File: src/rtl/core/mspi_pkg.sv
// Shared types, constants and helpers of the MIPS subset interpreter core.
`default_nettype none
package mspi_pkg;

    localparam int unsigned MEM_BYTES = 1048576;
    localparam int unsigned MEM_WORDS = MEM_BYTES / 4;
    localparam int unsigned MEM_AW    = $clog2(MEM_WORDS);

    localparam logic [31:0] TEXT_BASE = 32'h0040_0000;
    localparam logic [31:0] DATA_BASE = 32'h1000_0000;
    localparam logic [31:0] GP_INIT   = 32'h1000_8000;
    localparam logic [31:0] SP_INIT   = DATA_BASE + 32'(MEM_BYTES);

    localparam logic [4:0] REG_GP = 5'd28;
    localparam logic [4:0] REG_SP = 5'd29;
    localparam logic [4:0] REG_RA = 5'd31;
    localparam logic [4:0] REG_ZERO = 5'd0;

    localparam logic CFG_START_PC    = 1'b0;
    localparam logic CFG_INSTR_COUNT = 1'b1;

    localparam logic [5:0] OP_SPECIAL = 6'h00;
    localparam logic [5:0] OP_J       = 6'h02;
    localparam logic [5:0] OP_JAL     = 6'h03;
    localparam logic [5:0] OP_BEQ     = 6'h04;
    localparam logic [5:0] OP_BNE     = 6'h05;
    localparam logic [5:0] OP_ADDIU   = 6'h09;
    localparam logic [5:0] OP_ANDI    = 6'h0c;
    localparam logic [5:0] OP_LUI     = 6'h0f;
    localparam logic [5:0] OP_TRAP    = 6'h1a;
    localparam logic [5:0] OP_LW      = 6'h23;
    localparam logic [5:0] OP_SW      = 6'h2b;

    localparam logic [5:0] FN_SLL  = 6'h00;
    localparam logic [5:0] FN_SRA  = 6'h03;
    localparam logic [5:0] FN_JR   = 6'h08;
    localparam logic [5:0] FN_MFHI = 6'h10;
    localparam logic [5:0] FN_MFLO = 6'h12;
    localparam logic [5:0] FN_MULT = 6'h18;
    localparam logic [5:0] FN_DIV  = 6'h1a;
    localparam logic [5:0] FN_ADDU = 6'h21;
    localparam logic [5:0] FN_SUBU = 6'h23;
    localparam logic [5:0] FN_SLT  = 6'h2a;

    localparam logic [3:0] TRAP_NEWLINE = 4'h0;
    localparam logic [3:0] TRAP_PRINT   = 4'h1;
    localparam logic [3:0] TRAP_READ    = 4'h5;
    localparam logic [3:0] TRAP_HALT    = 4'ha;

    localparam logic [2:0] ST_RUNNING   = 3'd0;
    localparam logic [2:0] ST_HALTED    = 3'd1;
    localparam logic [2:0] ST_DIV_ZERO  = 3'd2;
    localparam logic [2:0] ST_BAD_INSTR = 3'd3;
    localparam logic [2:0] ST_BAD_TRAP  = 3'd4;
    localparam logic [2:0] ST_UNALIGNED = 3'd5;
    localparam logic [2:0] ST_DATA_RNG  = 3'd6;
    localparam logic [2:0] ST_FETCH_RNG = 3'd7;

    localparam logic [1:0] PK_NONE    = 2'd0;
    localparam logic [1:0] PK_NEWLINE = 2'd1;
    localparam logic [1:0] PK_INT     = 2'd2;
    localparam logic [1:0] PK_PROMPT  = 2'd3;

    typedef enum logic [2:0] {
        S_CLEAR,
        S_IDLE,
        S_EXEC,
        S_MULDIV,
        S_LOAD,
        S_DONE
    } state_t;

    typedef struct packed {
        logic        en;
        logic [4:0]  addr;
        logic [31:0] data;
    } rf_wr_t;

    typedef struct packed {
        logic              we;
        logic [MEM_AW-1:0] addr;
        logic [31:0]       wdata;
    } dmem_req_t;

    typedef struct packed {
        logic        start;
        logic        is_div;
        logic [31:0] a;
        logic [31:0] b;
    } md_cmd_t;

    function automatic logic [31:0] rf_reset_value(input logic [4:0] addr);
        logic [31:0] v;
        v = 32'd0;
        if (addr == REG_GP) begin
            v = GP_INIT;
        end else if (addr == REG_SP) begin
            v = SP_INIT;
        end
        return v;
    endfunction

endpackage
`default_nettype wire

File: src/rtl/core/mspi_regfile.sv
// General register file: two registered read ports, one write port, reset presets.
`default_nettype none
module mspi_regfile (
    input  wire logic             aclk,
    input  wire logic             aresetn,
    input  wire logic [4:0]       rd_addr_a,
    input  wire logic [4:0]       rd_addr_b,
    output logic [31:0]           rd_data_a,
    output logic [31:0]           rd_data_b,
    input  wire mspi_pkg::rf_wr_t wr
);

    logic [31:0] mem [32];
    logic [31:0] valid_reg;
    logic [31:0] rd_a_reg;
    logic [31:0] rd_b_reg;

    always_ff @(posedge aclk) begin
        if (!aresetn) begin
            valid_reg <= '0;
        end else if (wr.en && wr.addr != mspi_pkg::REG_ZERO) begin
            valid_reg[wr.addr] <= 1'b1;
        end
    end

    always_ff @(posedge aclk) begin
        if (wr.en && wr.addr != mspi_pkg::REG_ZERO) begin
            mem[wr.addr] <= wr.data;
        end
        rd_a_reg <= valid_reg[rd_addr_a] ? mem[rd_addr_a] : mspi_pkg::rf_reset_value(rd_addr_a);
        rd_b_reg <= valid_reg[rd_addr_b] ? mem[rd_addr_b] : mspi_pkg::rf_reset_value(rd_addr_b);
    end

    assign rd_data_a = rd_a_reg;
    assign rd_data_b = rd_b_reg;

endmodule
`default_nettype wire

File: config.mk
export PLATFORM = sky130hd
export DESIGN_NAME = mspi_regfile
export DESIGN_NICKNAME = d
export VERILOG_FILES = /design/src/rtl/core/mspi_pkg.sv /design/src/rtl/core/mspi_regfile.sv
export SDC_FILE = /design/constraint.sdc
export NUM_CORES = 2
export LEC_CHECK = 0
export BUFFER_PORTS_ARGS = -buffer_cell sky130_fd_sc_hd__buf_2
export CORE_MARGIN = 2
export CORE_UTILIZATION = 50
export DETAILED_ROUTE_END_ITERATION = 10
export GPL_ROUTABILITY_DRIVEN = 0
export HOLD_SLACK_MARGIN = 0.1
export PLACE_DENSITY = 0.66
export SYNTH_ARGS = -nofsm -noshare
export SYNTH_HDL_FRONTEND = slang
export SYNTH_SLANG_ARGS = --single-unit
File: constraint.sdc
create_clock -name aclk -period 6.6 [get_ports aclk]
set_clock_uncertainty 0.2 [all_clocks]
set_input_delay 0.99 -clock aclk [delete_from_list [all_inputs] [get_ports aclk]]
set_output_delay 0.99 -clock aclk [all_outputs]
set_load 0.02 [all_outputs]
After elaboration in Yosys (flattened, before gate mapping)
Memory sizes are Yosys's and may differ from the RTL's.
Index checks and enable logic that the tools add are counted.
{"block": "op_classes", "n_bitwise": 1, "order_cmp": 4, "n_reduce_logical": 3, "mux": 14, "eq_ne": 4}
{"op": "$mux W29", "count": 4}
{"op": "$mux W32", "count": 2}
{"op": "$or A32 B32 Y32", "count": 1}
{"op": "$eq A5 B5 Y1 const B", "count": 4}
{"op": "$lt A5 B6 Y1 const B", "count": 3}
{"op": "$bmux W1 S5", "count": 2}
{"op": "$demux W1 S5", "count": 1}
{"op": "$ge A5 B1 Y1 const B", "count": 1}
{"op": "$mux W1", "count": 5}
{"op": "$reduce_bool A5 Y1", "count": 1}
{"op": "$logic_and A1 B1 Y1", "count": 2}
{"block": "totals", "in_bits": 50, "mem_bits_rw": 1024, "mem_count": 1, "ff_bits": 96}
{"memory": "mem", "depth": 32, "word_bits": 32, "rd": 2, "rd_clocked_by_memory_dff": 0, "write_ports": 1, "line_no": "mspi_regfile.sv:13", "source": "logic [31:0] mem [32];"}

Logic depth before layout (Yosys ltp)
{"block": "depth", "word_depth": 5, "mapped_depth": 9, "mapped_depth_nobuf": 5}

Worst setup path before layout
Ideal clock, no wire load.
{"block": "synth_path", "kind": "input to register", "from": "in wr[35] in the netlist's numbering", "to": "mem mem[17][0] (enable)", "setup_time_ps": 423, "path_stages": 2, "arrival_time_ps": 2911, "required_time_ps": 5977, "slack_ps": 3066, "path_cell_list": "or3b_2 nor2_1"}
{"block": "synth_via", "elab_chain_len": 4}
{"item": "start: declaration", "line_no": "mspi_regfile.sv:10", "source": "input wire mspi_pkg::rf_wr_t wr"}
{"item": "$reduce_bool A5 Y1", "line_no": "mspi_regfile.sv:27", "source": "if (wr.en && wr.addr != mspi_pkg::REG_ZERO) begin"}
{"item": "$logic_and A1 B1 Y1", "line_no": "mspi_regfile.sv:27"}
{"item": "$mux W1", "line_no": "mspi_regfile.sv:27"}
{"item": "$mux W1 (not written as such)", "line_no": "mspi_regfile.sv:28", "source": "mem[wr.addr] <= wr.data;"}
{"item": "end: declaration", "line_no": "mspi_regfile.sv:13"}
Several ways; a longest one is shown, not always the timed one.

Worst setup path after layout
{"block": "layout_path", "from": "in rd_addr_a[0]", "to": "reg rd_a_reg[14], in the netlist rd_data_a[14]"}
{"block": "layout_via", "elab_chain_len": 3}
{"item": "start: declaration", "line_no": "mspi_regfile.sv:6", "source": "input wire logic [4:0] rd_addr_a,"}
{"item": "$bmux W1 S5 or $eq A5 B5 Y1 (tied branches)", "line_no": "mspi_regfile.sv:30, mspi_pkg.sv:95"}
{"item": "$mux W1 (not written as such) or $mux W29 (tied branches)", "line_no": "mspi_regfile.sv:30, mspi_pkg.sv:95"}
{"item": "$mux W32 *", "line_no": "mspi_regfile.sv:30", "source": "rd_a_reg <= valid_reg[rd_addr_a] ? mem[rd_addr_a] : mspi_pkg::rf_reset_value(rd_addr_a);"}
{"item": "end signal: assignment", "line_no": "mspi_regfile.sv:30"}
{"item": "end: declaration", "line_no": "mspi_regfile.sv:15", "source": "logic [31:0] rd_a_reg;"}
Every way passes the cells marked *; elsewhere a longest branch is shown, timed or not. The select of a mux whose other input is x is not followed.
A chain may end at the register's enable or synchronous reset.

==> flow_summary.json <==
{
  "status": "completed",
  "grt_pass1_wl_um": 193000,
  "hold_class": "flip-flop to flip-flop",
  "rsz0062_at_grt": "no",
  "grt_pass1_vias": 27040,
  "regArea_um2": 32700,
  "cap_viol_max_count": 0,
  "fin_crit_ps": 3710,
  "r2r-start": "valid_reg[31]",
  "final_cells": 3765,
  "num_io_pins": 114,
  "wire_per_inst_um": 35.7,
  "final_cell_mix": "1,024 x edfxtp_1, 648 x mux4_2, 120 x clkbuf_16",
  "p_leak_nw": 18.0,
  "die_x_um": 320,
  "area_growth_syn_to_layout_pct": 12.9,
  "wirelength_um": 135000,
  "core-area_um2": 98600,
  "overflow": 0,
  "worst_pin_slew_ps": 1240,
  "synth_cell_types": 33,
  "drt_iter0_markers": 3475,
  "synth_cells": 2211,
  "utilization_pct": 57.1,
  "clock_path_buffers": 3,
  "tns_ps": 0,
  "largest_reg_flops": 1024,
  "yosys_register_bits": 1120,
  "arrival_ps": 4080,
  "ant_nets": 0,
  "via_count": 25648,
  "final_nets": 2420,
  "crit_end": "rd_data_a[14]",
  "port_buffers": 113,
  "worst_setup_path_start_kind": "input port",
  "reg2reg_depth": 6,
  "yosysWarnings": 0,
  "multi_input_area_um2": 16800,
  "place_inst": 3538,
  "vdd_ir_drop_max_mv": 0.212,
  "clock_sinks": 1120,
  "netlist_area_um2": 49900,
  "setup_viol": 0,
  "cp-end-kind": "flip-flop",
  "r2r_end": "rd_data_a[14]",
  "crit_start": "rd_addr_a[0]",
  "final_common_cell": "edfxtp_1",
  "routed_via_density": 6.81,
  "insertion_delay_ps": 700,
  "antenna_found_initial": 6,
  "cp_max_fo": 65,
  "post_cts_buffers": 0,
  "start_util_pct": 50.6,
  "r2r_slack_ps": 3660,
  "drv_slew": 0,
  "clk_pin_slew_worst_paths_ps": 60,
  "fp.dieH_um": 320,
  "period_share_pct": 56.1,
  "crit_type": "input port to flip-flop",
  "crit_required_ps": 6970,
  "dp_hpwl_um": 72100,
  "fill_cells": 7186,
  "cts_resized": 0,
  "drc": 0,
  "ys_seq_area_share_pct": 65.5,
  "cts_tree": "done",
  "grt_usage_pct": 26.9,
  "grt_max_degree": 104,
  "cts_hold_buf": 0,
  "finalHoldViolCount": 0,
  "row_count": 115,
  "dr.pass1.iters": 5,
  "placed_cell_area_um2": 52300,
  "syn_area_per_cell_um2": 22.5,
  "drive_above_1_share_pct": 42.8,
  "numCtsBuffers": 117,
  "power_density_nw_per_um2": 284,
  "die_area_um2": 102000,
  "fmax_mhz": 270,
  "postLayoutCellArea_um2": 56300,
  "regMostFlops": "mem",
  "slew_headroom_pct": 17.4,
  "cts_max_level": 3,
  "cts-root-buf": "clkbuf_16"
}
==> worst min-delay path by stage <==
| stage | depth (start not counted) | end | from | slack [ps] |
|---|---|---|---|---|
| 3_5_place_dp | 1 | valid_reg[30] | valid_reg[30] | 270 |
| 6_report | 1 | valid_reg[30] | valid_reg[30] | 280 |
| 4_1_cts | 1 | valid_reg[30] | valid_reg[30] | 290 |
| 3_3_place_gp | 1 | valid_reg[30] | valid_reg[30] | 260 |
| 5_1_grt | 1 | valid_reg[4] | valid_reg[4] | 310 |
| 2_1_floorplan | 1 | valid_reg[0] | valid_reg[0] | 250 |
==> Yosys cell counts, drive strengths merged <==
library cell     n  area (µm²)
inv              3        11.3
and2             2        12.5
a211oi           1        7.51
buf            100         492
mux2             5        56.3
edfxtp        1024       30700
mux2i           84         841
a22oi            6        45.0
o211ai           2        15.0
nor3b            1        7.51
a31oi            1        6.26
clkbuf          69         259
or3b             2        17.5
o21bai           1        7.51
o21ai            3        15.0
nand4            3        18.8
mux4           648       14600
nor2b            3        18.8
nand3           10        50.1
o21a            31         233
nand3b           5        37.5
a21oi            2        10.0
nor2            97         364
o2111ai          1        8.76
conb             1        3.75
nand2b           1        6.26
and4             1        8.76
dfxtp           96        1920
nand2            7        26.3
or3              1        6.26
==> metal layers <==
metal  routed length (µm)  up-vias  global-route usage (%)
met2                65800     1358                    42.7
li1                     -    10074                       -
met3                12500      267                    5.54
met4                 4250        6                    9.22
met5                   31        -                       0
met1                51900    13943                    37.6
==> area by class of cell <==
type	instances	area share, %
flip-flops and latches	1120	58.0
clock inverters	63	1.19
diodes	5	0.0222
multi-input cells	950	29.8
clock buffers	159	5.95
well taps	1287	2.86
repair buffers	178	2.13
inverters	3	0.0244
==> logic make-up after synthesis <==
group | after synthesis | share of synthesized area, %
AO/OA/AOI/OAI | 48 | 0.698
buffers and inverters | 172 | 1.53
flip-flops | 1120 | 65.5
multiplexers | 737 | 31.1
other | 1 | 0.00752
AND/OR/NAND/NOR | 133 | 1.15
==> report_power, final <==
| group | internal, mW | switching, mW |
|---|---|---|
| Sequential | 7.87 | 0.0577 |
| Combinational | 0.565 | 0.671 |
| Clock | 4.05 | 2.78 |
| Total | 12.5 | 3.51 |
==> critical path, stage by stage <==
cell and delay (ps):
buf_8 560, mux4_2 590, mux2_2 280, nand3_1 70, and4_2 960, buf_4 430, nor2_1 90
==> through the flow <==
stage,power [mW],worst slack (ps),hold WS [ps]
3_3_place_gp,9.30,2170,264
6_report,16.0,2890,284
3_5_place_dp,9.32,2140,272
4_1_cts,16.1,2880,287
5_1_grt,16.4,2750,308
2_1_floorplan,8.89,3070,247
(Power assumes the default switching activity.)
