## config.mk

```make
export PLATFORM = sky130hd
export DESIGN_NAME = mspi_muldiv
export DESIGN_NICKNAME = d
export VERILOG_FILES = /design/src/rtl/core/mspi_pkg.sv /design/src/rtl/core/mspi_muldiv.sv
export SDC_FILE = /design/constraint.sdc
export NUM_CORES = 1
export LEC_CHECK = 0
export BUFFER_PORTS_ARGS = -buffer_cell sky130_fd_sc_hd__buf_2
export CAP_MARGIN = 20
export CORE_AREA = 2 2 146 148
export DETAILED_ROUTE_END_ITERATION = 8
export DIE_AREA = 0 0 148 150
export GPL_TIMING_DRIVEN = 0
export HOLD_SLACK_MARGIN = 0.15
export PLACE_DENSITY = 0.7
export SLEW_MARGIN = 5
export SYNTH_ARGS = -nofsm -noshare
export SYNTH_HDL_FRONTEND = slang
export SYNTH_SLANG_ARGS = --single-unit
```

## constraint.sdc

```tcl
create_clock -name aclk -period 6 [get_ports aclk]
set_input_delay 0.6 -clock aclk [delete_from_list [all_inputs] [get_ports aclk]]
set_output_delay 0.6 -clock aclk [all_outputs]
set_load 0.005 [all_outputs]
```

## src/rtl/core/mspi_pkg.sv

```systemverilog
// Shared types, constants and helpers of the MIPS subset interpreter core.
`default_nettype none
package mspi_pkg;

    localparam int unsigned MEM_BYTES = 1048576;
    localparam int unsigned MEM_WORDS = MEM_BYTES / 4;
    localparam int unsigned MEM_AW    = $clog2(MEM_WORDS);

    localparam logic [31:0] TEXT_BASE = 32'h0040_0000;
    localparam logic [31:0] DATA_BASE = 32'h1000_0000;
    localparam logic [31:0] GP_INIT   = 32'h1000_8000;
    localparam logic [31:0] SP_INIT   = DATA_BASE + 32'(MEM_BYTES);

    localparam logic [4:0] REG_GP = 5'd28;
    localparam logic [4:0] REG_SP = 5'd29;
    localparam logic [4:0] REG_RA = 5'd31;
    localparam logic [4:0] REG_ZERO = 5'd0;

    localparam logic CFG_START_PC    = 1'b0;
    localparam logic CFG_INSTR_COUNT = 1'b1;

    localparam logic [5:0] OP_SPECIAL = 6'h00;
    localparam logic [5:0] OP_J       = 6'h02;
    localparam logic [5:0] OP_JAL     = 6'h03;
    localparam logic [5:0] OP_BEQ     = 6'h04;
    localparam logic [5:0] OP_BNE     = 6'h05;
    localparam logic [5:0] OP_ADDIU   = 6'h09;
    localparam logic [5:0] OP_ANDI    = 6'h0c;
    localparam logic [5:0] OP_LUI     = 6'h0f;
    localparam logic [5:0] OP_TRAP    = 6'h1a;
    localparam logic [5:0] OP_LW      = 6'h23;
    localparam logic [5:0] OP_SW      = 6'h2b;

    localparam logic [5:0] FN_SLL  = 6'h00;
    localparam logic [5:0] FN_SRA  = 6'h03;
    localparam logic [5:0] FN_JR   = 6'h08;
    localparam logic [5:0] FN_MFHI = 6'h10;
    localparam logic [5:0] FN_MFLO = 6'h12;
    localparam logic [5:0] FN_MULT = 6'h18;
    localparam logic [5:0] FN_DIV  = 6'h1a;
    localparam logic [5:0] FN_ADDU = 6'h21;
    localparam logic [5:0] FN_SUBU = 6'h23;
    localparam logic [5:0] FN_SLT  = 6'h2a;

    localparam logic [3:0] TRAP_NEWLINE = 4'h0;
    localparam logic [3:0] TRAP_PRINT   = 4'h1;
    localparam logic [3:0] TRAP_READ    = 4'h5;
    localparam logic [3:0] TRAP_HALT    = 4'ha;

    localparam logic [2:0] ST_RUNNING   = 3'd0;
    localparam logic [2:0] ST_HALTED    = 3'd1;
    localparam logic [2:0] ST_DIV_ZERO  = 3'd2;
    localparam logic [2:0] ST_BAD_INSTR = 3'd3;
    localparam logic [2:0] ST_BAD_TRAP  = 3'd4;
    localparam logic [2:0] ST_UNALIGNED = 3'd5;
    localparam logic [2:0] ST_DATA_RNG  = 3'd6;
    localparam logic [2:0] ST_FETCH_RNG = 3'd7;

    localparam logic [1:0] PK_NONE    = 2'd0;
    localparam logic [1:0] PK_NEWLINE = 2'd1;
    localparam logic [1:0] PK_INT     = 2'd2;
    localparam logic [1:0] PK_PROMPT  = 2'd3;

    typedef enum logic [2:0] {
        S_CLEAR,
        S_IDLE,
        S_EXEC,
        S_MULDIV,
        S_LOAD,
        S_DONE
    } state_t;

    typedef struct packed {
        logic        en;
        logic [4:0]  addr;
        logic [31:0] data;
    } rf_wr_t;

    typedef struct packed {
        logic              we;
        logic [MEM_AW-1:0] addr;
        logic [31:0]       wdata;
    } dmem_req_t;

    typedef struct packed {
        logic        start;
        logic        is_div;
        logic [31:0] a;
        logic [31:0] b;
    } md_cmd_t;

    function automatic logic [31:0] rf_reset_value(input logic [4:0] addr);
        logic [31:0] v;
        v = 32'd0;
        if (addr == REG_GP) begin
            v = GP_INIT;
        end else if (addr == REG_SP) begin
            v = SP_INIT;
        end
        return v;
    endfunction

endpackage
`default_nettype wire

```

## src/rtl/core/mspi_muldiv.sv

```systemverilog
// Iterative signed multiply and divide, one bit a cycle through one 33-bit adder.
`default_nettype none
module mspi_muldiv (
    input  wire logic              aclk,
    input  wire logic              aresetn,
    input  wire mspi_pkg::md_cmd_t cmd,
    output logic                   done,
    output logic [31:0]            hi,
    output logic [31:0]            lo
);

    logic        busy_reg;
    logic        done_reg;
    logic [4:0]  cnt_reg;
    logic        div_reg;
    logic        neg_lo_reg;
    logic        neg_hi_reg;
    logic [31:0] mb_reg;
    logic [31:0] acc_reg;
    logic [31:0] q_reg;

    logic        na;
    logic        nb;
    logic [31:0] ma;
    logic [31:0] mb;
    logic [32:0] opx;
    logic [32:0] opy;
    logic [33:0] sum;
    logic [32:0] shifted;
    logic [63:0] prod;
    logic [63:0] prod_neg;

    assign na = cmd.a[31];
    assign nb = cmd.b[31];
    assign ma = na ? (32'd0 - cmd.a) : cmd.a;
    assign mb = nb ? (32'd0 - cmd.b) : cmd.b;

    // shared adder: add for multiply, subtract for divide
    always_comb begin
        if (div_reg) begin
            opx = {acc_reg, q_reg[31]};
            opy = ~{1'b0, mb_reg};
        end else begin
            opx = {1'b0, acc_reg};
            opy = q_reg[0] ? {1'b0, mb_reg} : 33'd0;
        end
    end
    assign sum     = {1'b0, opx} + {opy[32], opy} + {33'd0, div_reg};
    assign shifted = {acc_reg, q_reg[31]};

    always_ff @(posedge aclk) begin
        if (!aresetn) begin
            busy_reg <= 1'b0;
            done_reg <= 1'b0;
        end else begin
            done_reg <= 1'b0;
            if (cmd.start) begin
                busy_reg <= 1'b1;
            end else if (busy_reg && cnt_reg == 5'd31) begin
                busy_reg <= 1'b0;
                done_reg <= 1'b1;
            end
        end
    end

    always_ff @(posedge aclk) begin
        if (cmd.start) begin
            cnt_reg    <= 5'd0;
            div_reg    <= cmd.is_div;
            neg_lo_reg <= na ^ nb;
            neg_hi_reg <= cmd.is_div ? na : (na ^ nb);
            mb_reg     <= mb;
            acc_reg    <= 32'd0;
            q_reg      <= ma;
        end else if (busy_reg) begin
            cnt_reg <= cnt_reg + 5'd1;
            if (div_reg) begin
                if (!sum[33]) begin
                    acc_reg <= sum[31:0];
                end else begin
                    acc_reg <= shifted[31:0];
                end
                q_reg <= {q_reg[30:0], !sum[33]};
            end else begin
                acc_reg <= sum[32:1];
                q_reg   <= {sum[0], q_reg[31:1]};
            end
        end
    end

    assign prod     = {acc_reg, q_reg};
    assign prod_neg = 64'd0 - prod;

    always_comb begin
        if (div_reg) begin
            lo = neg_lo_reg ? (32'd0 - q_reg) : q_reg;
            hi = neg_hi_reg ? (32'd0 - acc_reg) : acc_reg;
        end else begin
            lo = neg_lo_reg ? prod_neg[31:0] : prod[31:0];
            hi = neg_lo_reg ? prod_neg[63:32] : prod[63:32];
        end
    end

    assign done = done_reg;

endmodule
`default_nettype wire

```

### After elaboration in Yosys (flattened, before gate mapping)

Cells that the tools add are included.

* output and inout port bits: 65
* flip-flop bits (word level): 106
* logic and storage cells: 47
* input bits: 68

* bitwise gates (word level): 3
* $add $sub $neg: 8
* equality and inequality tests: 1
* mux-type cells: 20
* reductions and logical operators: 5

Operators with widths (count)
* 32-bit 2-to-1 mux: 13
* 1-bit by 32-bit subtractor with 32-bit output, first input constant: 4
* 33-bit 2-to-1 mux: 2
* 1-bit by 64-bit subtractor with 64-bit output, first input constant: 1
* 33-bit by 34-bit adder with 34-bit output: 1
* 34-bit by 1-bit adder with 34-bit output: 1
* 32-bit inverter with 33-bit output: 1
* 31-bit 2-to-1 mux: 1
* 5-bit by 1-bit adder with 5-bit output, second input constant: 1
* 5-bit equality test, second input constant: 1
* 1-bit 2-to-1 mux: 4
* 2-bit nonzero test: 2
* 2-bit OR reduction: 1
* 1-bit logical AND: 1
* 1-bit logical NOT: 1
* 1-bit inverter: 1
* 1-bit bitwise XOR: 1

### Logic depth before layout (Yosys ltp)

* depth in word-level cells: 8
* mapped depth: 17
* depth with buffers taken out: 14

### Worst setup path before layout

No wires, ideal clock.

* path kind: flip-flop to flip-flop
* start: register div_reg
* end: register acc_reg[30]
* data required time: 5.899 ns
* period minus slack after synthesis: 4.053 ns
* setup time: 0.101 ns
* buffers on the path: 5
* slack: 1.947 ns
* data arrival time: 3.952 ns
* stages on the path, launching flop included: 16
* path through: edfxtp_1 buf_4 clkbuf_1 clkbuf_1 buf_1 mux2_2 ha_1 nand4_1 or3_1 nor2_1 nand2_1 o21ai_1 or2_0 clkbuf_1 nor2_1 o41ai_1

* cells in the longest elaborated chain, start to end: 5
* elaborated cells on any way between the ends: 6
* classes of those cells: add/sub (2); mux (4)

Ends and longest elaborated chain
* start: declaration: line mspi_muldiv.sv:15 `logic div_reg;`
* start signal: assignment: line mspi_muldiv.sv:69 `div_reg <= cmd.is_div;`
* 33-bit 2-to-1 mux: line mspi_muldiv.sv:40 `if (div_reg) begin`
* 33-bit by 34-bit adder with 34-bit output: line mspi_muldiv.sv:48 `assign sum = {1'b0, opx} + {opy[32], opy} + {33'd0, div_reg};`
* 34-bit by 1-bit adder with 34-bit output: line mspi_muldiv.sv:48
* 32-bit 2-to-1 mux: line mspi_muldiv.sv:78 `if (!sum[33]) begin`
* 32-bit 2-to-1 mux (*): line mspi_muldiv.sv:77 `if (div_reg) begin`
* end signal: assignment: line mspi_muldiv.sv:79 `acc_reg <= sum[31:0];`
* end signal: assignment: line mspi_muldiv.sv:81 `acc_reg <= shifted[31:0];`
* end signal: assignment: line mspi_muldiv.sv:85 `acc_reg <= sum[32:1];`
* end: declaration: line mspi_muldiv.sv:19 `logic [31:0] acc_reg;`

Mark *: on every way between the ends. The rest lies on a longest branch, timed or not.
A chain may end at the register's enable or synchronous reset.

### Final worst setup path

* start: register div_reg
* end: register acc_reg[25]

Same word-level chain as after synthesis.

==> metrics <==
status finished, final reports clean; TritonCTS clock tree done; hold buffer count at CTS 0; Max FO, Critical Path 10; fillers 1,994; via count of the routed design roughly 10,000; synthesized flop and latch total ~110; Yosys warning total 0; vias in the first global route ~9,500; reg2reg start div_reg; synthesis-to-finish area growth 12.9%; Die W about 150 um; syn avg cell area roughly 8.1 sq um; crit path kind reg -> reg; core area between 20,000 and 25,000 sq um; share of cells above drive strength 1 between 10% and 20%; post-synth top area share roughly a fifth; max-slew violations 0; Routed met2 length ~14,000 um; H-tree depth 3; fmax roughly 0.17 GHz; Critical Path End Type flip-flop; synth top area cells edfxtp_1 (20%), xnor2_1 (9.0%), dfxtp_1 (7.7%); worst flop-to-flop path endpoint acc_reg[25]; initial antenna violation count 0; drt first pass iters 6; Starting DRT DRC Count ~1,000; Startpoint Class flip-flop; register area 2790 sq um; root buffer cell clkbuf_16; Min Clock Period, post-route 5.81 ns; post-DR wirelength/cell around 19 um; clock sink count 106; Worst Hold Depth 1; drt drc 0; Leak 4.56 nW; r2r setup slk between 0.15 and 0.2 ns; placed standard-cell area 11,200 sq um; Multi-input gate area slightly below 7000 sq um; port bufs around 130; Post-DP HPWL about 25,000 um; worst min path class in -> reg; final hold vios 0; cell taking the most area after synthesis edfxtp_1; Rel. slew slack about 34%; worst vdd ir 0.150 mV; Worst Max-Slew Pin Slew ~0.98 ns; Primary FF master, synth edfxtp_1; EDFF count, synth 67; setup TNS 0 ns; Tcrit/Tclk final ~97%; num rows 53; global route overflow 0; met3 WL 2710 um; post-CTS sizing 0; overall global routing resource usage about 28%; clock-pin slew on the worst setup and hold paths roughly 0.070 ns; uppermost layer routed met4; final setup violation count 0; Req. time, crit path ~6.3 ns; Setup Skew around 0.012 ns; maximum capacitance violations 0; Post-synth ARST share 0%; Routed Antenna Nets 0; Vias per Instance between 6 and 7; sequential share of the synthesized area 27.5%; Synth Cell Area 10,200 sq um; clock insertion delay at the later pin of the skew report 0.37 ns; WL met1 between 10,000 and 15,000 um; n_diodes 0; RSZ-0062 raised after global routing no; Reg2Reg Depth 15; initial core utilization around half; Hold Path Origin cmd[64]; Die H 150 um; Yosys cell types 77; WP data arrival ~6.1 ns; Post-CTS Setup Inserts 0; full die area 22,200 sq um; CTS buffer count 9; maximum number of pins on one net before global-route repair between 40 and 50; Post-Syn Instances approximately 1,300; Routed WL 31,600 um; first-pass GRT wire length about 50,000 um; clk buf depth 2; Pwr Density 246 nW/um^2; Final #Nets between 1,500 and 2,000; Layout Cell Area excl Fill approximately 11,000 sq um; GPL Wtd Cong between 0.9 and 1; WHS Endpoint div_reg; IO Pins between 100 and 150; syn_nets approximately 1,400
layout make-up:
class / instances / area share [%]
inverter: 31 / 1.01
tap: 275 / 3.00
clock inverter: 5 / 0.316
multi-input combinational: 1037 / 60.2
timing repair buffer: 133 / 5.89
clock buffer: 11 / 2.21
sequential: 106 / 24.4
buffer: 80 / 2.99
synth_stat cells, drive strengths merged (4+ instances only):
cell / count
or4: 23
a221oi: 4
and2: 7
o21a: 4
or2: 7
inv: 30
ha: 37
nand4: 11
o31ai: 31
o21bai: 7
a21oi: 62
nor2: 70
o22ai: 6
mux2i: 30
xnor2: 104
nand3: 16
mux2: 27
dfxtp: 39
and3: 7
o41ai: 15
xor2: 45
nor3: 26
o21ai: 143
nor2b: 11
a31oi: 8
nor4: 19
nand2: 164
clkbuf: 60
o221ai: 20
or3: 32
edfxtp: 67
nand2b: 16
a211oi: 18
buf: 20
o31a: 4
a311oi: 5
a21o: 18
how the worst max path moves through the flow:
stage	slack (ns)	from	end
floorplan	1.95	div_reg	acc_reg[30]
global placement	0.43	div_reg	acc_reg[3]
detailed placement	0.44	div_reg	acc_reg[11]
CTS	0.39	div_reg	acc_reg[11]
global route	0.02	div_reg	acc_reg[3]
finish	0.19	div_reg	acc_reg[25]
stage by stage:
step / utilization [%] / power [mW] / setup slack (ns) / cells / hold WS (ns)
6_report: 55.4 / 2.82 / 0.190 / 1678 / 0.428
3_5_place_dp: 54.0 / 2.21 / 0.440 / 1662 / 0.503
3_3_place_gp: 54.0 / 2.19 / 0.432 / 1661 / 0.481
4_1_cts: 55.4 / 2.80 / 0.387 / 1678 / 0.422
2_1_floorplan: - / 1.78 / 1.95 / 1254 / 0.467
5_1_grt: 55.4 / 2.99 / 0.0158 / 1678 / 0.432
power breakdown:
part | total [mW] | switching, mW | internal [mW]
clock | 0.599 | 0.291 | 0.308
sequential | 0.956 | 0.0862 | 0.870
combinational | 1.27 | 0.761 | 0.507
total | 2.82 | 1.14 | 1.69
per-layer routing:
layer | up-vias | track usage [%]
met5 | - | 0
met4 | 0 | 10.4
met3 | 87 | 4.57
met2 | 501 | 46.1
met1 | 4742 | 38.2
li1 | 4920 | -
placed cells by master, fill, tap and decap left out, types with 19 or more instances in the layout:
cell type,Yosys,routed
edfxtp_1,67,67
nor2_1,70,70
ha_1,37,37
or3_1,27,27
xnor2_1,104,104
a21oi_1,62,62
mux2i_1,30,30
buf_2,2,134
mux2_2,27,27
xor2_1,45,45
o21ai_0,138,138
nand2_1,164,164
o221ai_1,20,20
dfxtp_1,39,39
o31ai_1,31,31
nor3_1,24,24
clkbuf_1,58,59
or4_1,19,19
inv_1,30,30
worst max-delay path, cell delays in order (launching register included):
cell	delay (ns)
edfxtp_1	0.45
buf_4	0.23
clkbuf_1	0.48
clkbuf_1	0.51
buf_1	0.54
mux2i_1	0.35
fa_1	0.28
nor2b_1	0.07
o2111a_1	0.29
o211a_1	0.26
o21ai_1	0.46
o21ai_1	0.38
a21oi_1	0.60
clkbuf_1	0.45
o221ai_1	0.20
o21ai_0	0.17
cells by family (layout without fill, tap and decap cells):
| family | Yosys count | after routing | share of synthesized area (%) |
|---|---|---|---|
| and+or+nand+nor | 420 | 420 | 20.7 |
| buffers and inverters | 111 | 260 | 4.52 |
| muxes | 57 | 57 | 5.95 |
| DFF | 106 | 106 | 27.5 |
| xor gates and xnor gates | 149 | 149 | 12.8 |
| adders and majority gates | 39 | 39 | 4.95 |
| AOI/OAI and AO/OA | 372 | 372 | 23.5 |
(Power assumes the default switching activity.)
